===== src/hw/rtl/timebase_period_fixed_point_macros.svh =====
// Assertion helpers used by tpfp_cell.
`ifndef TIMEBASE_PERIOD_FIXED_POINT_MACROS_SVH
`define TIMEBASE_PERIOD_FIXED_POINT_MACROS_SVH

`ifndef SYNTHESIS

// Property checked outside reset.
`define TPFP_ASSERT(label, prop) \
    label: assert property (@(posedge aclk) disable iff (!aresetn) (prop)) \
        else $error("tpfp assertion failed");

// Property checked at every edge, reset included.
`define TPFP_ASSERT_RST(label, prop) \
    label: assert property (@(posedge aclk) (prop)) \
        else $error("tpfp reset assertion failed");

`else

`define TPFP_ASSERT(label, prop)
`define TPFP_ASSERT_RST(label, prop)

`endif

`endif


===== src/hw/rtl/tpfp_pkg.sv =====
package tpfp_pkg;

    localparam int WHOLE_BITS = 8;
    localparam int DENOM_W    = 13;
    localparam int NUMER_W    = 12;

    localparam logic [29:0] NS_PER_SECOND = 30'd1000000000;
    localparam logic [19:0] HZ_PER_MHZ    = 20'd1000000;
    localparam logic [31:0] TIMEBASE_MAX  = 32'h7fffffff;
    localparam logic [NUMER_W-1:0] RATIO_NUM = 12'd4000;

    // Largest timebase whose whole quotient still exceeds 255.
    localparam logic [31:0] TB_WHOLE_LIMIT = 32'(NS_PER_SECOND / (2 ** WHOLE_BITS));

    // Partial remainder ahead of the first quotient bit.
    localparam logic [30:0] REM_INIT = 31'(NS_PER_SECOND >> WHOLE_BITS);

    typedef struct packed {
        logic        ok;
        logic [30:0] tb_hz;
        logic [30:0] rem;
        logic [19:0] bus_rem;
        logic [DENOM_W-1:0] bus_lo;
    } tpfp_stage_t;

    // Dividend bit brought down at a given quotient step.
    function automatic logic dividend_bit(input int idx);
        logic b;
        b = 1'b0;
        if (idx < WHOLE_BITS) begin
            b = NS_PER_SECOND[5'(WHOLE_BITS-1-idx)];
        end
        return b;
    endfunction

endpackage


===== src/hw/rtl/timebase_period_fixed_point.sv =====
// Timebase period converter. Each request carries a timebase frequency and a
// bus clock frequency in hertz; each gives one result: an ok flag, the ratio
// 4000 over the bus clock in whole megahertz, and 1e9 / timebase as unsigned
// fixed point with FRACTION_BITS fraction bits (8 integer bits, truncated).
// A request is rejected, with all other fields zero, when the bus clock is
// below 1 MHz, the timebase is 0 or above 0x7fffffff, or the integer part
// would exceed 255. The quotient comes from a row of 8 + FRACTION_BITS
// restoring-division cells, one quotient bit per cell; the first 13 cells
// also divide the bus clock by one million. A new request is taken every
// cycle unless m_ready stalls the row; each result passes every cell's
// register in turn. Reset is synchronous and active low.
module timebase_period_fixed_point import tpfp_pkg::*; #(
    parameter int FRACTION_BITS = 24
) (
    input  logic               aclk,
    input  logic               aresetn,
    input  logic               s_valid,
    output logic               s_ready,
    input  logic [31:0]        s_timebase_hz,
    input  logic [31:0]        s_bus_clock_hz,
    output logic               m_valid,
    input  logic               m_ready,
    output logic               m_ok,
    output logic [NUMER_W-1:0] m_ratio_numerator,
    output logic [DENOM_W-1:0] m_ratio_denominator,
    output logic [31:0]        m_period_fixed
);

    localparam int QUOT_W = WHOLE_BITS + FRACTION_BITS;
    localparam int NCELL  = QUOT_W;

    logic              stage_valid [0:NCELL];
    logic              stage_ready [0:NCELL];
    tpfp_stage_t       stage_data  [0:NCELL];
    logic [QUOT_W-1:0] stage_quot  [0:NCELL];
    tpfp_stage_t       last;

    // Screen the request on entry; the verdict rides along the row.
    always_comb begin
        stage_data[0].ok      = (s_bus_clock_hz >= 32'(HZ_PER_MHZ))
                                && (s_timebase_hz > TB_WHOLE_LIMIT)
                                && (s_timebase_hz <= TIMEBASE_MAX);
        stage_data[0].tb_hz   = s_timebase_hz[30:0];
        stage_data[0].rem     = REM_INIT;
        stage_data[0].bus_rem = 20'(s_bus_clock_hz[31:DENOM_W]);
        stage_data[0].bus_lo  = s_bus_clock_hz[DENOM_W-1:0];
    end

    assign stage_valid[0] = s_valid;
    assign stage_quot[0]  = '0;
    assign s_ready        = stage_ready[0];

    for (genvar i = 0; i < NCELL; i++) begin : g_cell
        tpfp_cell #(
            .CELL_IDX (i),
            .QUOT_W   (QUOT_W)
        ) u_cell (
            .aclk     (aclk),
            .aresetn  (aresetn),
            .up_valid (stage_valid[i]),
            .up_ready (stage_ready[i]),
            .up_data  (stage_data[i]),
            .up_quot  (stage_quot[i]),
            .dn_valid (stage_valid[i+1]),
            .dn_ready (stage_ready[i+1]),
            .dn_data  (stage_data[i+1]),
            .dn_quot  (stage_quot[i+1])
        );
    end

    assign last               = stage_data[NCELL];
    assign stage_ready[NCELL] = m_ready;
    assign m_valid            = stage_valid[NCELL];

    // Zero every field of a rejected request.
    assign m_ok                = last.ok;
    assign m_ratio_numerator   = last.ok ? RATIO_NUM : '0;
    assign m_ratio_denominator = last.ok ? last.bus_lo : '0;
    assign m_period_fixed      = last.ok ? 32'(stage_quot[NCELL]) : '0;

endmodule


===== src/hw/rtl/tpfp_cell.sv =====
`include "timebase_period_fixed_point_macros.svh"

module tpfp_cell import tpfp_pkg::*; #(
    parameter int CELL_IDX = 0,
    parameter int QUOT_W   = 32
) (
    input  logic              aclk,
    input  logic              aresetn,
    input  logic              up_valid,
    output logic              up_ready,
    input  tpfp_stage_t       up_data,
    input  logic [QUOT_W-1:0] up_quot,
    output logic              dn_valid,
    input  logic              dn_ready,
    output tpfp_stage_t       dn_data,
    output logic [QUOT_W-1:0] dn_quot
);

    localparam logic NUM_BIT = dividend_bit(CELL_IDX);

    logic              valid_reg;
    tpfp_stage_t       data_reg;
    tpfp_stage_t       data_next;
    logic [QUOT_W-1:0] quot_reg;
    logic [QUOT_W-1:0] quot_next;
    logic [31:0]       tb_trial;
    logic              tb_ge;
    logic [19:0]       bus_rem_next;
    logic [DENOM_W-1:0] bus_lo_next;

    assign up_ready = !valid_reg || dn_ready;

    // One restoring step on the period quotient.
    assign tb_trial = {up_data.rem, NUM_BIT};
    assign tb_ge    = tb_trial >= {1'b0, up_data.tb_hz};

    // One restoring step on the megahertz quotient while its bits last.
    if (CELL_IDX < DENOM_W) begin : g_bus
        logic [20:0] bus_trial;
        logic        bus_ge;
        assign bus_trial    = {up_data.bus_rem, up_data.bus_lo[DENOM_W-1]};
        assign bus_ge       = bus_trial >= {1'b0, HZ_PER_MHZ};
        assign bus_rem_next = bus_ge ? 20'(bus_trial - {1'b0, HZ_PER_MHZ})
                                     : bus_trial[19:0];
        assign bus_lo_next  = {up_data.bus_lo[DENOM_W-2:0], bus_ge};
    end else begin : g_bus_done
        assign bus_rem_next = up_data.bus_rem;
        assign bus_lo_next  = up_data.bus_lo;
    end

    always_comb begin
        data_next         = up_data;
        data_next.rem     = tb_ge ? 31'(tb_trial - {1'b0, up_data.tb_hz}) : tb_trial[30:0];
        data_next.bus_rem = bus_rem_next;
        data_next.bus_lo  = bus_lo_next;
        quot_next         = {up_quot[QUOT_W-2:0], tb_ge};
    end

    always_ff @(posedge aclk) begin
        if (!aresetn) begin
            valid_reg <= 1'b0;
        end else if (up_ready) begin
            valid_reg <= up_valid;
        end
        if (up_valid && up_ready) begin
            data_reg <= data_next;
            quot_reg <= quot_next;
        end
    end

    assign dn_valid = valid_reg;
    assign dn_data  = data_reg;
    assign dn_quot  = quot_reg;

    `TPFP_ASSERT_RST(a_reset_clears, !aresetn |=> !valid_reg)
    `TPFP_ASSERT(a_take_fills, up_valid && up_ready |=> valid_reg)
    `TPFP_ASSERT(a_stall_holds, valid_reg && !dn_ready |=> valid_reg && $stable(quot_reg))
    `TPFP_ASSERT(a_rem_bounded, valid_reg && data_reg.ok |-> data_reg.rem < data_reg.tb_hz)
    `TPFP_ASSERT(a_bus_rem_bounded, valid_reg |-> data_reg.bus_rem < HZ_PER_MHZ)

endmodule


===== config.mk =====
export PLATFORM = sky130hd
export DESIGN_NAME = timebase_period_fixed_point
export DESIGN_NICKNAME = d
export VERILOG_FILES = /design/src/hw/rtl/tpfp_pkg.sv /design/src/hw/rtl/timebase_period_fixed_point.sv /design/src/hw/rtl/tpfp_cell.sv
export VERILOG_INCLUDE_DIRS = /design/src /design/src/hw/rtl
export SDC_FILE = /design/constraint.sdc
export NUM_CORES = 2
export LEC_CHECK = 0
export ABC_AREA = 1
export BUFFER_PORTS_ARGS = -buffer_cell sky130_fd_sc_hd__buf_2
export CAP_MARGIN = 10
export CORE_AREA = 10 10 571 573
export CTS_BUF_LIST = sky130_fd_sc_hd__clkbuf_16
export DETAILED_ROUTE_END_ITERATION = 10
export DIE_AREA = 0 0 581 583
export GPL_ROUTABILITY_DRIVEN = 0
export PLACE_DENSITY = 0.76
export SYNTH_ARGS = -nofsm -noshare
export SYNTH_HDL_FRONTEND = slang
export SYNTH_SLANG_ARGS = --single-unit

===== constraint.sdc =====
create_clock -name aclk -period 6.8 [get_ports aclk]
set_input_delay 0 -clock aclk [delete_from_list [all_inputs] [get_ports aclk]]
set_output_delay 0 -clock aclk [all_outputs]
set_load 0.01 [all_outputs]

==> flow_summary_export.csv <==
group,metric,value,unit
final_layout,final_cells,19328,
worst_hold_path,worstHoldEndpoint,"g_cell[0].u_cell.dn_data[50]$_SDFFCE_PN1P_",
placed_design,dp.cells,18596,
critical_path,reg2reg_from,"g_cell[10].u_cell.dn_data[66]$_DFFE_PP_",
run_status,status,"finished, final reports clean",
timing,setup_violations,0,
die,fp.dieArea,339000,um2
die,io_pins,128,
clocking,cts-root-buf,"clkbuf_16",
timing,skew,0.0594,ns
final_layout,final_common_cell,"edfxtp_1",
final_layout,final_cell_mix,"3,121 x edfxtp_1, 2,819 x nand2_1, 2,231 x inv_1",
timing,grt_setup_unrepaired,"no",
worst_hold_path,hp-class,"in2reg",
die,core,314000,um2
worst_hold_path,hp-start,"s_timebase_hz[17]",
logic_synthesis,synth_cell_type_count,64,
timing,hold_slack,0.0918,ns
detailed_routing,wl,311,mm
logic_synthesis,yosys.area.top_type,"edfxtp_1",
timing,max_slew_margin,26.5,%
clocking,clock-sinks,3153,
timing,final.min_clock_period,4.49,ns
detailed_routing,wl_per_cell,16.1,um
critical_path,path_class,"reg2reg",
logic_synthesis,synth_seq_cells,3153,
pwr,p_leak,70.9,nW
logic_synthesis,synth_area_leaders,"edfxtp_1 60%, ha_1 7.9%, nand2_1 6.7%",
global_routing,grt_max_degree,89,
placed_design,portBuffers,120,
logic_synthesis,synthArstFlopShare,0,%
critical_path,reg2reg_to,"g_cell[11].u_cell.dn_data[43]$_DFFE_PP_",
final_layout,final_area,175000,um2
logic_synthesis,syn_area,157000,um2
timing,worst_pin_slew,1.10,ns
detailed_routing,drt_iter0_drc,6977,
critical_path,required,7.43,ns
clocking,path_clk_slew,0.06,ns
pwr,p_per_area,228,nW/um2
clocking,cts-htree-levels,5,
placed_design,hpwl,228,mm
detailed_routing,ant_nets,0,
die,rows,206,
job,drv_cap,0,
critical_path,r2r_cells,23,
global_routing,grt_usage,17.7,%
clocking,tritoncts,"yes",
critical_path,ff2ff_setup_slack,2.31,ns
final_layout,num-fill-cells,24689,
worst_hold_path,hold-path-cell-count,5,
timing,hold_viol,0,
clocking,numCtsBuffers,324,
detailed_routing,drc,0,
logic_synthesis,synth-edff-count,3121,
final_layout,drive_above_1_share,5.18,%
final_layout,area_delta_synth_final,11.4,%
clocking,clockBufferDepth,4,
die,start_util,49.9,%
timing,max_freq,223,MHz
critical_path,end_kind,"flop",
timing,tns,0,ns
placed_design,post_dp_cell_area,162000,um2
timing,post-route-period-util,66.0,%
logic_synthesis,synthFlopType,"edfxtp_1",
logic_synthesis,syn_inst,14440,
global_routing,grt_overflow_total,0,
global_routing,grt_pass1_vias,101577,
critical_path,cp-start-kind,"flop",
die,die_w,581,um
die,fp.dieH,583,um
logic_synthesis,synth.top_cell.area_share,59.8,%
logic_synthesis,avgSynthCellArea,10.9,um2
detailed_routing,drt_first_pass_iters,8,
timing,drv_slew,0,
clocking,clock_latency,0.92,ns
global_routing,grt_pass1_wl,499,mm
critical_path,cp_max_fo,37,
pwr,ir_worst_vdd,0.248,mV
global_routing,antenna_found_initial,2,
final_layout,layout.nets,15995,
detailed_routing,vias,102030,
logic_synthesis,yosys_warnings,0,
critical_path,cp.arrival,5.11,ns
detailed_routing,vias_per_cell,5.28,
logic_synthesis,seq_area_frac_synth,60.2,%
worst max-delay path by stage:
stage / startpoint / cells past startpoint / end
after floorplan: g_cell[25].u_cell.dn_valid$_SDFFE_PN0P_ / 1 / g_cell[24].u_cell.dn_data[0]$_DFFE_PP_
after global placement: g_cell[10].u_cell.dn_data[66]$_DFFE_PP_ / 23 / g_cell[11].u_cell.dn_data[58]$_DFFE_PP_
after detailed placement: g_cell[9].u_cell.dn_data[67]$_DFFE_PP_ / 21 / g_cell[10].u_cell.dn_data[56]$_DFFE_PP_
after CTS: g_cell[31].u_cell.dn_valid$_SDFFE_PN0P_ / 16 / s_ready
after global routing: g_cell[10].u_cell.dn_data[66]$_DFFE_PP_ / 23 / g_cell[11].u_cell.dn_data[43]$_DFFE_PP_
final: g_cell[10].u_cell.dn_data[66]$_DFFE_PP_ / 23 / g_cell[11].u_cell.dn_data[43]$_DFFE_PP_
through the flow:
stage	power, mW	util (%)	setup slack [ns]
after floorplan	22.3	-	0.358
after global placement	22.4	51.7	2.42
after detailed placement	22.4	51.7	2.32
after CTS	40.2	55.6	2.27
after global routing	41.1	55.6	1.83
final	39.9	55.6	2.31
power by group:
part	switching, mW	total [mW]	leakage (nW)	internal (mW)
Clock	7.33	17.8	5.41	10.4
Combinational	0.515	0.849	37.0	0.334
Sequential	0.0616	21.3	28.5	21.2
metal layers:
metal	global-route usage (%)	vias up	routed length, um
met2	34.8	2698	167000
met1	18.7	47667	115000
met3	2.04	931	13200
met4	8.33	0	15800
li1	-	50734	-
met5	0	-	0
timing repair:
| action | CTS | global route |
|---|---|---|
| endpoints found under the hold margin | 155 | 0 |
| buffers inserted | 0 | 0 |
| resized for setup | 0 | 0 |
| hold buffers | 144 | 0 |
layout make-up:
type                       instances  area [um2]  area share, %
multi-input combinational       8871       53400           30.5
inverter                        2219        8360           4.79
clock buffer                     335        8380           4.80
sequential                      3153       94400           54.0
timing repair buffer             341        2700           1.55
tap                             4160        5200           2.98
clock inverter                   246        2330           1.33
antenna                            3        7.51        0.00430
state kept, by name, summed over array words and instances (netlist names):
name / count
g_cell.u_cell.dn_data: 2593
g_cell.u_cell.dn_quot: 528
g_cell.u_cell.dn_valid: 32
synthesized netlist by cell type, types with 25 or more instances:
library cell,n
o31ai_1,51
xor2_1,357
a211oi_1,50
a31oi_1,199
o21a_1,62
clkbuf_1,117
a21oi_1,1104
edfxtp_1,3121
nor4_1,82
nand2_1,2819
nand3_1,345
a21o_1,37
o21ai_1,61
buf_2,47
nand4_1,107
fa_1,30
nor3_1,83
inv_1,2193
o21bai_1,54
o21ai_0,973
ha_1,987
nand3b_1,28
a221oi_1,32
buf_1,25
or2_2,33
o211ai_1,26
dfxtp_1,32
nor2_1,679
xnor2_1,557
kinds of logic (layout without fill, tap and decap cells):
kind of cell | after synthesis | after routing | synth area share [%]
AOI/OAI and AO/OA | 2716 | 2716 | 9.52
DFF | 3153 | 3153 | 60.2
other | 1 | 9 | 0.00239
buffers and inverters | 2421 | 3141 | 5.87
and+or+nand+nor | 4218 | 4218 | 11.1
xor gates and xnor gates | 914 | 914 | 5.11
adders and majority gates | 1017 | 1017 | 8.26
worst max-delay path, cell delays in order, from the launching register on:
cell,delay (ns)
edfxtp_1,0.43
inv_1,0.07
ha_1,0.33
nand2_1,0.12
nor2_1,0.05
a211oi_1,0.32
nor2_1,0.07
nor2_1,0.09
nand2_1,0.08
nand2_1,0.07
nand2_1,0.07
nand2_1,0.06
nand2_1,0.08
nand2_1,0.07
nand2_1,0.07
nand2_1,0.06
nand2_1,0.13
a21oi_1,0.25
inv_1,0.09
nand2_1,0.06
nand3_1,0.54
inv_1,0.52
buf_4,0.40
o21ai_0,0.17
Note: power is estimated with default switching activity, not from simulation.
